--- config.mk ---
export PLATFORM = sky130hd
export DESIGN_NAME = pid_goto_omni_drive
export DESIGN_NICKNAME = d
export VERILOG_FILES = /design/src/sv/pgod_pkg.sv /design/src/sv/pgod_smul.sv /design/src/sv/pid_goto_omni_drive.sv
export VERILOG_INCLUDE_DIRS = /design/src /design/src/sv
export SDC_FILE = /design/constraint.sdc
export NUM_CORES = 2
export LEC_CHECK = 0
export ABC_AREA = 1
export BUFFER_PORTS_ARGS = -buffer_cell sky130_fd_sc_hd__buf_4
export CAP_MARGIN = 0
export CORE_MARGIN = 10
export CORE_UTILIZATION = 44
export CTS_CLUSTER_DIAMETER = 150
export DETAILED_ROUTE_END_ITERATION = 6
export PLACE_DENSITY = 0.58
export SKIP_CTS_REPAIR_TIMING = 1
export SYNTH_ARGS = -nofsm -noshare
export SYNTH_HDL_FRONTEND = slang
export SYNTH_SLANG_ARGS = --single-unit
--- constraint.sdc ---
create_clock -name clk -period 20.7 [get_ports clk]
set_input_delay 4.14 -clock clk [delete_from_list [all_inputs] [get_ports clk]]
set_output_delay 4.14 -clock clk [all_outputs]
set_load 0.1 [all_outputs]
--- src/sv/assert_macros.svh ---
// assertion macros used by the rtl top level
`ifndef ASSERT_MACROS_SVH
`define ASSERT_MACROS_SVH

// condition holds at every clock edge out of reset
`define ASSERT_ALWAYS(label, cond) \
  label: assert property (@(posedge clk) disable iff (!rst_n) (cond)) \
    else $error("invariant violated");

// same-cycle implication
`define ASSERT_IMP(label, ante, cons) \
  label: assert property (@(posedge clk) disable iff (!rst_n) (ante) |-> (cons)) \
    else $error("implication violated");

// next-cycle implication
`define ASSERT_NXT(label, ante, cons) \
  label: assert property (@(posedge clk) disable iff (!rst_n) (ante) |=> (cons)) \
    else $error("next-cycle implication violated");

`endif

--- src/sv/pgod_pkg.sv ---
// package: widths, constants, types and tables of the omni drive controller
package pgod_pkg;

  // field widths
  localparam int CoordW = 24;
  localparam int GainW  = 16;
  localparam int SumW   = 32;

  // cordic setup
  localparam int CORDIC_STEPS  = 16;
  localparam int FRACTION_BITS = 8;
  localparam int TableLen      = 24;
  localparam int NSteps        = (CORDIC_STEPS > TableLen) ? TableLen : CORDIC_STEPS;
  localparam int ItW           = 5;
  localparam int AngleFrac     = 16;
  localparam int GuardBits     = 8;
  localparam int DW            = 36;
  localparam int ZW            = 26;
  localparam int DegShift      = AngleFrac - FRACTION_BITS;
  localparam int DegRnd        = (DegShift == 0) ? 0 : (1 << (DegShift - 1));

  // datapath widths
  localparam int AW  = 40;
  localparam int PW  = 56;
  localparam int MBW = 16;
  localparam int CntW = 5;

  // fixed-point constants
  localparam logic [MBW-1:0] GainQ16  = 16'd39796;
  localparam logic [MBW-1:0] DtQ16    = 16'd1311;
  localparam logic [MBW-1:0] Cos30Q16 = 16'd56756;
  localparam logic [MBW-1:0] ScaleQ16 = 16'd56756;
  localparam logic signed [ZW-1:0] HalfTurn = 26'sd11796480;
  localparam logic signed [ZW-1:0] Quarter  = 26'sd5898240;

  // configuration register indexes
  typedef enum logic [2:0] {
    REG_KP  = 3'd0,
    REG_KI  = 3'd1,
    REG_KD  = 3'd2,
    REG_THR = 3'd3
  } cfg_reg_t;

  // sequencer states
  typedef enum logic [2:0] {
    ST_IDLE,
    ST_VEC,
    ST_MUL,
    ST_ROT,
    ST_DONE
  } state_t;

  // products run on the shared multiplier, in order
  typedef enum logic [3:0] {
    OP_DIST,
    OP_DT,
    OP_KP,
    OP_KI,
    OP_KD,
    OP_GX,
    OP_GY,
    OP_MIX,
    OP_D1,
    OP_D2,
    OP_D3
  } mul_op_t;

  typedef struct packed {
    logic signed [CoordW-1:0] target_x;
    logic signed [CoordW-1:0] target_y;
    logic signed [CoordW-1:0] measured_x;
    logic signed [CoordW-1:0] measured_y;
    logic                     restart;
  } in_item_t;

  typedef struct packed {
    logic signed [CoordW-1:0] drive_one;
    logic signed [CoordW-1:0] drive_two;
    logic signed [CoordW-1:0] drive_three;
    logic                     arrived;
  } out_item_t;

  typedef struct packed {
    logic                 start;
    logic signed [AW-1:0] a;
    logic [MBW-1:0]       b;
  } mul_req_t;

  typedef struct packed {
    logic                 done;
    logic signed [PW-1:0] p;
  } mul_rsp_t;

  // arctangent of 2^-i in degrees, 16 fraction bits
  function automatic logic signed [ZW-1:0] atan_lut(input logic [ItW-1:0] i);
    logic signed [ZW-1:0] v;
    case (i)
      5'd0:  v = 26'sd2949120;
      5'd1:  v = 26'sd1740967;
      5'd2:  v = 26'sd919879;
      5'd3:  v = 26'sd466945;
      5'd4:  v = 26'sd234379;
      5'd5:  v = 26'sd117304;
      5'd6:  v = 26'sd58666;
      5'd7:  v = 26'sd29335;
      5'd8:  v = 26'sd14668;
      5'd9:  v = 26'sd7334;
      5'd10: v = 26'sd3667;
      5'd11: v = 26'sd1833;
      5'd12: v = 26'sd917;
      5'd13: v = 26'sd458;
      5'd14: v = 26'sd229;
      5'd15: v = 26'sd115;
      5'd16: v = 26'sd57;
      5'd17: v = 26'sd29;
      5'd18: v = 26'sd14;
      5'd19: v = 26'sd7;
      5'd20: v = 26'sd4;
      5'd21: v = 26'sd2;
      5'd22: v = 26'sd1;
      default: v = '0;
    endcase
    return v;
  endfunction

endpackage

--- src/sv/pgod_smul.sv ---
// bit-serial shift-add multiplier: signed operand times unsigned 16-bit operand
module pgod_smul
  import pgod_pkg::*;
(
  input  logic     clk,
  input  logic     rst_n,
  input  mul_req_t req,
  output mul_rsp_t rsp
);

  logic signed [AW-1:0] a_r;
  logic [MBW-1:0]       b_r;
  logic signed [PW-1:0] acc_r, acc_nxt;
  logic [CntW-1:0]      cnt_r;
  logic                 busy_r, done_r;

  // one multiplier bit per cycle, msb first
  always_comb begin
    acc_nxt = (acc_r <<< 1) + (b_r[MBW-1] ? PW'(a_r) : PW'(0));
  end

  // control
  always_ff @(posedge clk) begin
    if (!rst_n) begin
      busy_r <= 1'b0;
      done_r <= 1'b0;
      cnt_r  <= '0;
    end else begin
      done_r <= 1'b0;
      if (req.start) begin
        busy_r <= 1'b1;
        cnt_r  <= CntW'(MBW);
      end else if (busy_r) begin
        cnt_r <= cnt_r - 1'b1;
        if (cnt_r == CntW'(1)) begin
          busy_r <= 1'b0;
          done_r <= 1'b1;
        end
      end
    end
  end

  // operand shift registers and accumulator
  always_ff @(posedge clk) begin
    if (req.start) begin
      a_r   <= $signed(req.a);
      b_r   <= req.b;
      acc_r <= '0;
    end else if (busy_r) begin
      b_r   <= b_r << 1;
      acc_r <= acc_nxt;
    end
  end

  assign rsp.done = done_r;
  assign rsp.p    = acc_r;

endmodule

--- src/sv/pid_goto_omni_drive.sv ---
// top level: point-to-point pid controller for a three-wheel omni base
//
//  channel   direction  handshake             payload
//  in_       input      in_valid / in_stall   in_item_t (target, measured, restart)
//  out_      output     out_valid / out_stall out_item_t (three drives, arrived)
//  cfg_      input      cfg_we                cfg_index, cfg_wdata (16 bits)
//
// one item at a time: the result is loaded after the distance product when the target is
// reached and after the last drive product otherwise; the next transfer can be taken in
// the cycle after the load. 16 vectoring and 16 rotation cordic iterations, one per cycle,
// and up to 11 products on the shift-add multiplier (start, 16 bit steps, consume).
// rst_n is synchronous; it restores the default gains and clears position and pid state.
// a finished result sits in the output register, so a new transfer is taken while it waits.
`include "assert_macros.svh"

module pid_goto_omni_drive
  import pgod_pkg::*;
(
  input  logic                 clk,
  input  logic                 rst_n,
  input  logic                 in_valid,
  output logic                 in_stall,
  input  in_item_t             in_data,
  output logic                 out_valid,
  input  logic                 out_stall,
  output out_item_t            out_data,
  input  logic                 cfg_we,
  input  logic [2:0]           cfg_index,
  input  logic [GainW-1:0]     cfg_wdata
);

  state_t  state_r, state_nxt;
  mul_op_t op_r;

  // configuration
  logic [GainW-1:0] kp_r, ki_r, kd_r, thr_r;

  // controller state
  logic signed [CoordW-1:0] pos_x_r, pos_y_r;
  logic [SumW-1:0]          err_sum_r;
  logic [CoordW-1:0]        last_err_r;

  // per-item working registers
  logic signed [CoordW-1:0] mx_r, my_r;
  logic signed [DW-1:0]     x_r, y_r;
  logic signed [ZW-1:0]     z_r, angle_r;
  logic [ItW-1:0]           it_r;
  logic [CoordW-1:0]        err_r;
  logic signed [30:0]       deriv_r;
  logic signed [PW-1:0]     pid_acc_r;
  logic                     neg_r;
  logic signed [AW-1:0]     vy_r, vx_r, m1_r, m2_r, m3_r;
  logic signed [CoordW-1:0] d1_r, d2_r, d3_r;
  logic                     arr_r;
  logic                     pend_r;
  logic                     out_valid_r;
  out_item_t                out_data_r;

  // handshake and sequencing strobes
  logic     in_fire, mul_start, out_load, step_last;
  mul_req_t mul_req;
  mul_rsp_t mul_rsp;

  pgod_smul u_smul (
    .clk   (clk),
    .rst_n (rst_n),
    .req   (mul_req),
    .rsp   (mul_rsp)
  );

  // cordic micro-rotation, shared by vectoring and rotation
  logic signed [DW-1:0] xs_w, ys_w, x_nxt, y_nxt;
  logic signed [ZW-1:0] at_w, z_nxt;
  logic                 dir_w;

  always_comb begin
    xs_w  = x_r >>> it_r;
    ys_w  = y_r >>> it_r;
    at_w  = atan_lut(it_r);
    dir_w = (state_r == ST_ROT) ? !z_r[ZW-1] : !(!y_r[DW-1] && (y_r != '0));
    if (dir_w) begin
      x_nxt = x_r - ys_w;
      y_nxt = y_r + xs_w;
      z_nxt = z_r - at_w;
    end else begin
      x_nxt = x_r + ys_w;
      y_nxt = y_r - xs_w;
      z_nxt = z_r + at_w;
    end
  end

  // start vector from stored position to target
  logic signed [CoordW-1:0] px_eff, py_eff;
  logic signed [CoordW:0]   dx_w, dy_w;
  logic signed [DW-1:0]     gx_w, gy_w;

  always_comb begin
    px_eff = in_data.restart ? '0 : pos_x_r;
    py_eff = in_data.restart ? '0 : pos_y_r;
    dx_w   = (CoordW+1)'($signed(in_data.target_x)) - (CoordW+1)'(px_eff);
    dy_w   = (CoordW+1)'($signed(in_data.target_y)) - (CoordW+1)'(py_eff);
    gx_w   = DW'(dx_w) <<< GuardBits;
    gy_w   = DW'(dy_w) <<< GuardBits;
  end

  // product post-processing
  logic signed [PW-1:0]     mp_w, rnd16_w, dist_w, pid_sum_w, pid_rnd_w, h_w, t2_w, t3_w;
  logic                     go_on;
  logic [CoordW-1:0]        err_w;
  logic [SumW:0]            sum_w;
  logic [SumW-1:0]          sum_sat_w;
  logic signed [CoordW:0]   diff_w;
  logic signed [30:0]       diff31_w;
  logic signed [31:0]       pid_w;
  logic signed [ZW-1:0]     z0_w;
  logic                     neg0_w;
  logic signed [AW-1:0]     g_w, gn_w, degv_w;
  logic signed [ZW:0]       degv_full;
  logic signed [CoordW-1:0] drv_w;

  always_comb begin
    mp_w     = $signed(mul_rsp.p);
    rnd16_w  = (mp_w + (PW'(1) <<< 15)) >>> 16;
    dist_w   = (mp_w + (PW'(1) <<< 23)) >>> 24;
    go_on    = dist_w > $signed(PW'(thr_r));
    err_w    = (dist_w > PW'(64'sd8388607)) ? 24'd8388607 : dist_w[CoordW-1:0];

    // integral with saturation, derivative times 1/dt
    sum_w     = {1'b0, err_sum_r} + rnd16_w[SumW:0];
    sum_sat_w = (sum_w > (SumW+1)'(33'd2147483647)) ? 32'd2147483647 : sum_w[SumW-1:0];
    diff_w    = $signed({1'b0, err_r}) - $signed({1'b0, last_err_r});
    diff31_w  = 31'(diff_w);

    // pid output rounded and clamped to 32 bits
    pid_sum_w = pid_acc_r + mp_w;
    pid_rnd_w = (pid_sum_w + PW'(2048)) >>> 12;
    if (pid_rnd_w > PW'(64'sd2147483647)) begin
      pid_w = 32'sh7fffffff;
    end else if (pid_rnd_w < PW'(-64'sd2147483648)) begin
      pid_w = 32'sh80000000;
    end else begin
      pid_w = pid_rnd_w[31:0];
    end

    // fold bearing into the right half-plane for rotation
    if (angle_r > Quarter) begin
      z0_w   = angle_r - HalfTurn;
      neg0_w = 1'b1;
    end else if (angle_r < -Quarter) begin
      z0_w   = angle_r + HalfTurn;
      neg0_w = 1'b1;
    end else begin
      z0_w   = angle_r;
      neg0_w = 1'b0;
    end

    // gain-corrected rotation outputs
    g_w  = rnd16_w[AW-1:0];
    gn_w = neg_r ? -g_w : g_w;

    // bearing in degrees at output precision
    degv_full = ((ZW+1)'(angle_r) + (ZW+1)'(DegRnd)) >>> DegShift;
    degv_w    = AW'(degv_full);

    // wheel mix
    h_w  = PW'(vy_r) <<< 15;
    t2_w = (mp_w - h_w + (PW'(1) <<< 15)) >>> 16;
    t3_w = ((-h_w) - mp_w + (PW'(1) <<< 15)) >>> 16;

    // drive scale and clamp
    if (rnd16_w > PW'(64'sd8388607)) begin
      drv_w = 24'sh7fffff;
    end else if (rnd16_w < PW'(-64'sd8388608)) begin
      drv_w = 24'sh800000;
    end else begin
      drv_w = rnd16_w[CoordW-1:0];
    end
  end

  // next state
  always_comb begin
    state_nxt = state_r;
    case (state_r)
      ST_IDLE: begin
        if (in_valid) state_nxt = ST_VEC;
      end
      ST_VEC: begin
        if (step_last) state_nxt = ST_MUL;
      end
      ST_MUL: begin
        if (mul_rsp.done) begin
          case (op_r)
            OP_DIST: if (!go_on) state_nxt = ST_DONE;
            OP_KD:   state_nxt = ST_ROT;
            OP_D3:   state_nxt = ST_DONE;
            default: state_nxt = ST_MUL;
          endcase
        end
      end
      ST_ROT: begin
        if (step_last) state_nxt = ST_MUL;
      end
      ST_DONE: begin
        if (!out_valid_r || !out_stall) state_nxt = ST_IDLE;
      end
      default: state_nxt = ST_IDLE;
    endcase
  end

  // outputs of the sequencer
  always_comb begin
    in_stall  = (state_r != ST_IDLE);
    in_fire   = in_valid && !in_stall;
    step_last = (it_r == ItW'(NSteps - 1));
    mul_start = (state_r == ST_MUL) && !pend_r;
    out_load  = (state_r == ST_DONE) && (!out_valid_r || !out_stall);
    mul_req.start = mul_start;
    case (op_r)
      OP_DIST: begin mul_req.a = AW'(x_r);                      mul_req.b = GainQ16;  end
      OP_DT:   begin mul_req.a = AW'($signed({1'b0, err_r}));   mul_req.b = DtQ16;    end
      OP_KP:   begin mul_req.a = AW'($signed({1'b0, err_r}));   mul_req.b = kp_r;     end
      OP_KI:   begin mul_req.a = AW'($signed({1'b0, err_sum_r})); mul_req.b = ki_r;   end
      OP_KD:   begin mul_req.a = AW'(deriv_r);                  mul_req.b = kd_r;     end
      OP_GX:   begin mul_req.a = AW'(x_r);                      mul_req.b = GainQ16;  end
      OP_GY:   begin mul_req.a = AW'(y_r);                      mul_req.b = GainQ16;  end
      OP_MIX:  begin mul_req.a = vx_r;                          mul_req.b = Cos30Q16; end
      OP_D1:   begin mul_req.a = m1_r;                          mul_req.b = ScaleQ16; end
      OP_D2:   begin mul_req.a = m2_r;                          mul_req.b = ScaleQ16; end
      OP_D3:   begin mul_req.a = m3_r;                          mul_req.b = ScaleQ16; end
      default: begin mul_req.a = '0;                            mul_req.b = '0;       end
    endcase
  end

  // control state, configuration and controller state
  always_ff @(posedge clk) begin
    if (!rst_n) begin
      state_r     <= ST_IDLE;
      pend_r      <= 1'b0;
      out_valid_r <= 1'b0;
      kp_r        <= 16'd4096;
      ki_r        <= 16'd41;
      kd_r        <= 16'd205;
      thr_r       <= 16'd26;
      pos_x_r     <= '0;
      pos_y_r     <= '0;
      err_sum_r   <= '0;
      last_err_r  <= '0;
    end else begin
      state_r <= state_nxt;

      if (mul_start) pend_r <= 1'b1;
      else if (mul_rsp.done) pend_r <= 1'b0;

      if (out_load) out_valid_r <= 1'b1;
      else if (out_valid_r && !out_stall) out_valid_r <= 1'b0;

      if (cfg_we) begin
        case (cfg_index)
          REG_KP:  kp_r  <= cfg_wdata;
          REG_KI:  ki_r  <= cfg_wdata;
          REG_KD:  kd_r  <= cfg_wdata;
          REG_THR: thr_r <= cfg_wdata;
          default: ;
        endcase
      end

      // restart clears the stored position
      if (in_fire && in_data.restart) begin
        pos_x_r <= '0;
        pos_y_r <= '0;
      end

      if ((state_r == ST_MUL) && mul_rsp.done) begin
        if (op_r == OP_DT) begin
          err_sum_r  <= sum_sat_w;
          last_err_r <= err_r;
        end
        // latch the measured position once drives are out
        if (op_r == OP_D3) begin
          pos_x_r <= mx_r;
          pos_y_r <= my_r;
        end
      end
    end
  end

  // datapath registers
  always_ff @(posedge clk) begin
    if (in_fire) begin
      mx_r  <= $signed(in_data.measured_x);
      my_r  <= $signed(in_data.measured_y);
      it_r  <= '0;
      op_r  <= OP_DIST;
      arr_r <= 1'b0;
      if (gx_w[DW-1]) begin
        x_r <= -gx_w;
        y_r <= -gy_w;
        z_r <= gy_w[DW-1] ? -HalfTurn : HalfTurn;
      end else begin
        x_r <= gx_w;
        y_r <= gy_w;
        z_r <= '0;
      end
    end

    // cordic iterations
    if ((state_r == ST_VEC) || (state_r == ST_ROT)) begin
      if (state_r == ST_VEC) begin
        x_r <= x_nxt;
        y_r <= y_nxt;
      end else begin
        x_r <= x_nxt;
        y_r <= y_nxt;
      end
      z_r  <= z_nxt;
      it_r <= step_last ? '0 : it_r + 1'b1;
      if ((state_r == ST_VEC) && step_last) angle_r <= z_nxt;
    end

    // consume each product
    if ((state_r == ST_MUL) && mul_rsp.done) begin
      case (op_r)
        OP_DIST: begin
          err_r <= err_w;
          op_r  <= OP_DT;
          if (!go_on) begin
            arr_r <= 1'b1;
            d1_r  <= '0;
            d2_r  <= '0;
            d3_r  <= '0;
          end
        end
        OP_DT: begin
          deriv_r <= diff31_w * 31'sd50;
          op_r    <= OP_KP;
        end
        OP_KP: begin
          pid_acc_r <= mp_w;
          op_r      <= OP_KI;
        end
        OP_KI: begin
          pid_acc_r <= pid_sum_w;
          op_r      <= OP_KD;
        end
        OP_KD: begin
          x_r   <= DW'(pid_w);
          y_r   <= '0;
          z_r   <= z0_w;
          neg_r <= neg0_w;
          it_r  <= '0;
          op_r  <= OP_GX;
        end
        OP_GX: begin
          vy_r <= gn_w;
          op_r <= OP_GY;
        end
        OP_GY: begin
          vx_r <= gn_w;
          m1_r <= vy_r + degv_w;
          op_r <= OP_MIX;
        end
        OP_MIX: begin
          m2_r <= AW'(t2_w) + degv_w;
          m3_r <= AW'(t3_w) + degv_w;
          op_r <= OP_D1;
        end
        OP_D1: begin
          d1_r <= drv_w;
          op_r <= OP_D2;
        end
        OP_D2: begin
          d2_r <= drv_w;
          op_r <= OP_D3;
        end
        OP_D3: begin
          d3_r <= drv_w;
        end
        default: ;
      endcase
    end

    // result register
    if (out_load) begin
      out_data_r.drive_one   <= d1_r;
      out_data_r.drive_two   <= d2_r;
      out_data_r.drive_three <= d3_r;
      out_data_r.arrived     <= arr_r;
    end
  end

  assign out_valid = out_valid_r;
  assign out_data  = out_data_r;

  // checks
  `ASSERT_NXT(a_busy_after_accept, in_valid && !in_stall, in_stall)
  `ASSERT_IMP(a_arrived_zero, out_valid && out_data.arrived, (out_data.drive_one == '0) && (out_data.drive_two == '0) && (out_data.drive_three == '0))
  `ASSERT_IMP(a_pend_in_mul, pend_r, state_r == ST_MUL)
  `ASSERT_ALWAYS(a_sum_nonneg, !err_sum_r[SumW-1])

endmodule

# == Word-level counts from Yosys, hierarchy flattened ==
# Memory sizes are Yosys's and may differ from the RTL's. A register that Yosys moved wholly into a read port is not among the register bits.
# Index checks and enable logic that the tools add are counted.
# op_classes
mul,1
n_mux,75
n_bitwise,2
eq_ne,25
n_reduce_logical,49
n_div,0
addsub,31
magnitude_cmp,9
n_shift,2
# op_table
op,n
$pmux W56 S10,1
$mux W36,12
$mux W24,11
$mux W26,9
$add A56 B17 Y56 const B,3
$pmux W24 S2,3
$add A40 B19 Y40,3
$add A56 B56 Y56,2
$pmux W56 S2,1
$mux W32,3
$sub A24 B24 Y25,3
$add A36 B36 Y36,2
$neg A33 Y36,2
$sshr A36 B5 Y36,2
$sub A36 B36 Y36,2
$add A56 B13 Y56 const B,1
$add A56 B25 Y56 const B,1
$mux W56,1
$neg A55 Y56,1
$sub A56 B55 Y56,1
$sub A56 B56 Y56,1
$gt A44 B32 Y1 const B,1
$lt A44 B32 Y1 const B,1
$gt A40 B24 Y1 const B,1
other kinds (51),126
# word_totals
output_inout_bits,75
word_cells,238
inputBits,121
latch_bits,0
n_memories,1
ff_bits,930
mem_bits_ro,704
ramBits,0
# memory_table
name,words,width,rd,rd_clocked_by_memory_dff,wr,line_no,text
(name not given),32,22,1,1,0,pgod_pkg.sv:97,case (i)

# == Depth between registers and ports, before layout ==
# logic_depth
depth_word,8
mapped_depth,39
mapped_depth_nobuf,37

# == By module ==
# Synthesis repeated with hierarchy kept, for this count alone.
# hier_totals
hier_cells,11868
area_unflattened_um2,83264.9
# by_module_without_submodules
mod,cells_per_inst,n_inst,seq_area_each_um2,area_per_inst_um2
pid_goto_omni_drive,10513,1,21981.1,74466.4
pgod_smul,1355,1,2942.8,8798.4

# == Least setup slack after synthesis ==
# Ideal clock, no wire load.
# synth_path
kind,input -> register
from,input out_stall
to,"register out_data_r, in the netlist out_data[0], enable pin"
t_arrival_ns,7.333
setup_time_ns,0.504
path_slack_ns,12.862
stages,3
required_ns,20.196
n_path_buf,0
path_cell_list,nand2_1 inv_1 nor2_1
# synth_between
elab_chain_cells,3
# synth_lines
element,line_no,text
from (decl),pid_goto_omni_drive.sv:25,"input logic out_stall,"
$logic_not A1 Y1,pid_goto_omni_drive.sv:216,out_load = (state_r == ST_DONE) && (!out_valid_r || !out_stall);
$logic_or A1 B1 Y1,pid_goto_omni_drive.sv:216,
$logic_and A1 B1 Y1,pid_goto_omni_drive.sv:216,
net out_load,pid_goto_omni_drive.sv:60,"logic in_fire, mul_start, out_load, step_last;"
to (decl),pid_goto_omni_drive.sv:57,out_item_t out_data_r;
# The timed path passes the listed nets, and every way through them passes these cells.
# A chain may end at the register's enable or synchronous reset.

# == Worst setup path in the final report ==
# layout_path
from,input in_data[0] (netlist bit)
to,register x_r[16]
# layout_between
elab_chain_cells,8
# layout_lines
element,line_no,text
from (decl),pid_goto_omni_drive.sv:23,"input in_item_t in_data,"
$mux W24 (*),pid_goto_omni_drive.sv:98,px_eff = in_data.restart ? '0 : pos_x_r;
$sub A24 B24 Y25 (*),pid_goto_omni_drive.sv:100,dx_w = (CoordW+1)'($signed(in_data.target_x)) - (CoordW+1)'(px_eff);
$neg A33 Y36,pid_goto_omni_drive.sv:296,x_r <= -gx_w;
$mux W36 (*),pid_goto_omni_drive.sv:295,if (gx_w[DW-1]) begin
$mux W36 (*),pid_goto_omni_drive.sv:289,if (in_fire) begin
$mux W36 (*),pid_goto_omni_drive.sv:307,if ((state_r == ST_VEC) || (state_r == ST_ROT)) begin
$mux W36,pid_goto_omni_drive.sv:322,case (op_r)
$mux W36 (*),pid_goto_omni_drive.sv:321,if ((state_r == ST_MUL) && mul_rsp.done) begin
to (signal assigned),pid_goto_omni_drive.sv:296,
to (signal assigned),pid_goto_omni_drive.sv:309,x_r <= x_nxt;
to (signal assigned),pid_goto_omni_drive.sv:312,x_r <= x_nxt;
to (decl),pid_goto_omni_drive.sv:45,"logic signed [DW-1:0] x_r, y_r;"
# Every way passes the cells marked *; elsewhere a longest branch is shown, timed or not.

==> out/results.tsv <==
metric	value	unit
timing.hold.ws	0.414	ns
p_comb_share	70.9	%
muxShareOfSynthArea	0.415	%
period_share	36.8	%
cp_cell_sequence	buf_4 -> inv_2 -> nand2_1 -> fa_1 -> nand3_1 -> nand2_1 -> a21boi_0 -> o21ai_0 -> nand3_1 -> nand3_1 -> nand2_1 -> nand2_1 -> buf_4 -> inv_1 -> buf_4 -> nand2_1 -> xor2_1 -> or2_2 -> a221oi_1 -> nor2_1	
cp-start-kind	input port	
post-synth-top-count-cell	nand2_1	
antenna_found_initial	18	
vias	80800	
place_congestion	1.01	
hp-start	d2_r[13]$_SDFFCE_PN0P_	
cts.sinks	952	
netlist_top_cells_count	nand2_1, inv_1, nor2_1, a21oi_1, o21ai_0	
rsz0062_at_grt	false	
netlist_area	81900	sq um
switching_share	56.6	%
drc	0	
critPathMaxStageDelay	0.57	ns
async_flop_share	0	%
syn_inst	11500	
dp.cells	14000	
stdcell_count	14300	
cts_root_buf	clkbuf_16	
grt_pass1_vias	76700	
rr_startpoint	it_r[0]$_DFF_P_	
areaGrowthSynthToFinish	10.3	%
cts_buffer_depth	3	
synth_top_family_by_area	simple AND/OR/NAND/NOR gates	
p_leak	0.0422	uW
hold_violations	0	
max_freq	0.131	GHz
syn_nets	12400	
tns	0	ns
end_kind	flip-flop	
firstDrtPassIters	7	
numCtsBuffers	112	
synth-main-ff-cell	edfxtp_1	
whs_path_depth	0	
hold_class	reg -> reg	
row_count	158	
finClkSkew	0.0805	ns
port_buffers	195	
synth_top_area_share	21.5	%
cts_tree	yes	
die_h	451	um
yosysUniqueCellTypes	72	
internal_power	7650	uW
drt_wl_total	346	mm
r2r_slack	13.29	ns
core	185000	sq um
crit_top_cell	nand2_1	
status	finished, final reports clean	
p_sw	9970	uW
pwr_density_cell	195	nW/um^2
die_width	451	um
dieArea	204000	sq um
clk_pin_slew	0.07	ns
initial_core_util	44.2	%
p_clk_share	12.3	%
synth_seq_area_share	30.4	%
synth-simple-area-share	22.7	%
synth_compound_area_share	18.1	%
grt_util_all_layers	32.4	%
synth_edf_count	586	
grt_pass1_wl	502	mm
grt_overflow_total	0	
cts_max_level	3	
worstRegToRegCells	30	
ant_nets	0	
synth_seq_cells	952	
drt-initial-drc-count	8151	
critPathMaxFanout	46	
drv_slew	0	
synth_fa_ha_area_share	12.0	%
crit_start	in_data[0]	
cp.arrival	8.25	ns
crit_type	in -> reg	
pwr-share-seq	16.8	%
io_pins	196	
cpMaxStageDelayCell	inv_2	
drive_above_1_share	6.01	%
finalSetupViolations	0	
tightest_slew	1.29	ns
dpl.hpwl	281	mm
relSlewSlack	14.1	%
cap_violations	0	
grt_start_max_net_pins	97	
fin_crit	7.62	ns
peakVddDrop	0.162	mV
synth_xor_area_share	6.95	%
synth_top_area_cell	edfxtp_1	
syn_avg_cell_area	7.10	sq um
cp.required	21.33	ns
viasPerCell	5.67	
worstSkewPairLatency	0.83	ns
nets	12600	
post_drt_wl_per_cell	24.3	um
netlist_top_cells_area	edfxtp_1, nand2_1, ha_1	
yosysWarnings	0	
final timing paths:
check | to
setup / recovery | x_r[16]$_DFF_P_
hold / removal | out_data[38]$_DFFE_PP_
setup reg to reg | y_r[30]$_DFF_P_
hold reg to reg | out_data[38]$_DFFE_PP_
cells in the final DEF (no fill, tap or decap), drive strengths merged, types with 56 or more instances in the layout:
cell and instances:
nand2 2568, inv 1729, nor2 1170, a21oi 1035, o21ai 873, ha 728, edfxtp 586, xor2 459
nand3 417, dfxtp 366, buf 308, xnor2 191, a31oi 163, clkbuf 139, nand4 124, nor3 116
o211ai 93, a221oi 77, clkinv 56
power groups by stage:
stage	sequential (uW)	clock [uW]	combinational (uW)
4_1_cts	2950	2190	12300
3_5_place_dp	2990	0	12200
6_report	2960	2160	12500
2_1_floorplan	2840	0	8240
5_1_grt	2970	2250	13700
3_3_place_gp	2990	0	12200
critical path, delay by kind of cell:
| kind | cells | cell delay (ns) |
|---|---|---|
| xor+xnor | 1 | 0.16 |
| compound gates | 3 | 0.82 |
| simple gates | 10 | 1.20 |
| buf+inv | 5 | 1.41 |
| fa+ha+maj | 1 | 0.48 |
area by class of cell:
type	instances	area (sq um)
clock inverters	72	957
fillers	18800	94900
well taps	2480	3100
diodes	5	12.5
inverters	1740	6540
repair buffers	308	2320
multi-input cells	8555	49500
clock buffers	139	3010
flip-flops and latches	952	24900
routing by layer:
layer | part of all wire (%) | global-route usage, % | vias up
met4 | 5.8 | 16.4 | 10
met3 | 7.5 | 4.99 | 644
li1 | - | - | 38700
met5 | 0.025 | 0 | -
met2 | 45 | 52.9 | 3234
met1 | 41 | 41.5 | 38200
sequential cells by signal, indices dropped and copies added, names as in the netlist, 30 cells and up:
signal	cells
m1_r	40
pid_acc_r	56
vy_r	40
out_data	73
deriv_r	30
err_sum_r	32
x_r	36
u_smul.acc_r	56
m2_r	40
vx_r	40
m3_r	40
y_r	36
u_smul.a_r	40
kinds of logic after synthesis:
kind of cell,Yosys count
buffers and inverters,2034
AO/OA/AOI/OAI,2606
XOR/XNOR,650
multiplexers,34
AND/OR/NAND/NOR,4502
flip-flops,952
adder cells (fa/ha/maj),763
metrics by stage:
stage	total power (uW)	worst slack, ns	util [%]	instance area (sq um)
2_1_floorplan	11100	12.86	-	81900
3_3_place_gp	15100	12.27	46.6	86300
3_5_place_dp	15200	12.27	46.6	86300
4_1_cts	17400	13.11	48.8	90300
5_1_grt	18900	12.59	48.8	90300
6_report	17600	13.08	48.8	90300
No activity file was read; power rests on OpenSTA's default activity.
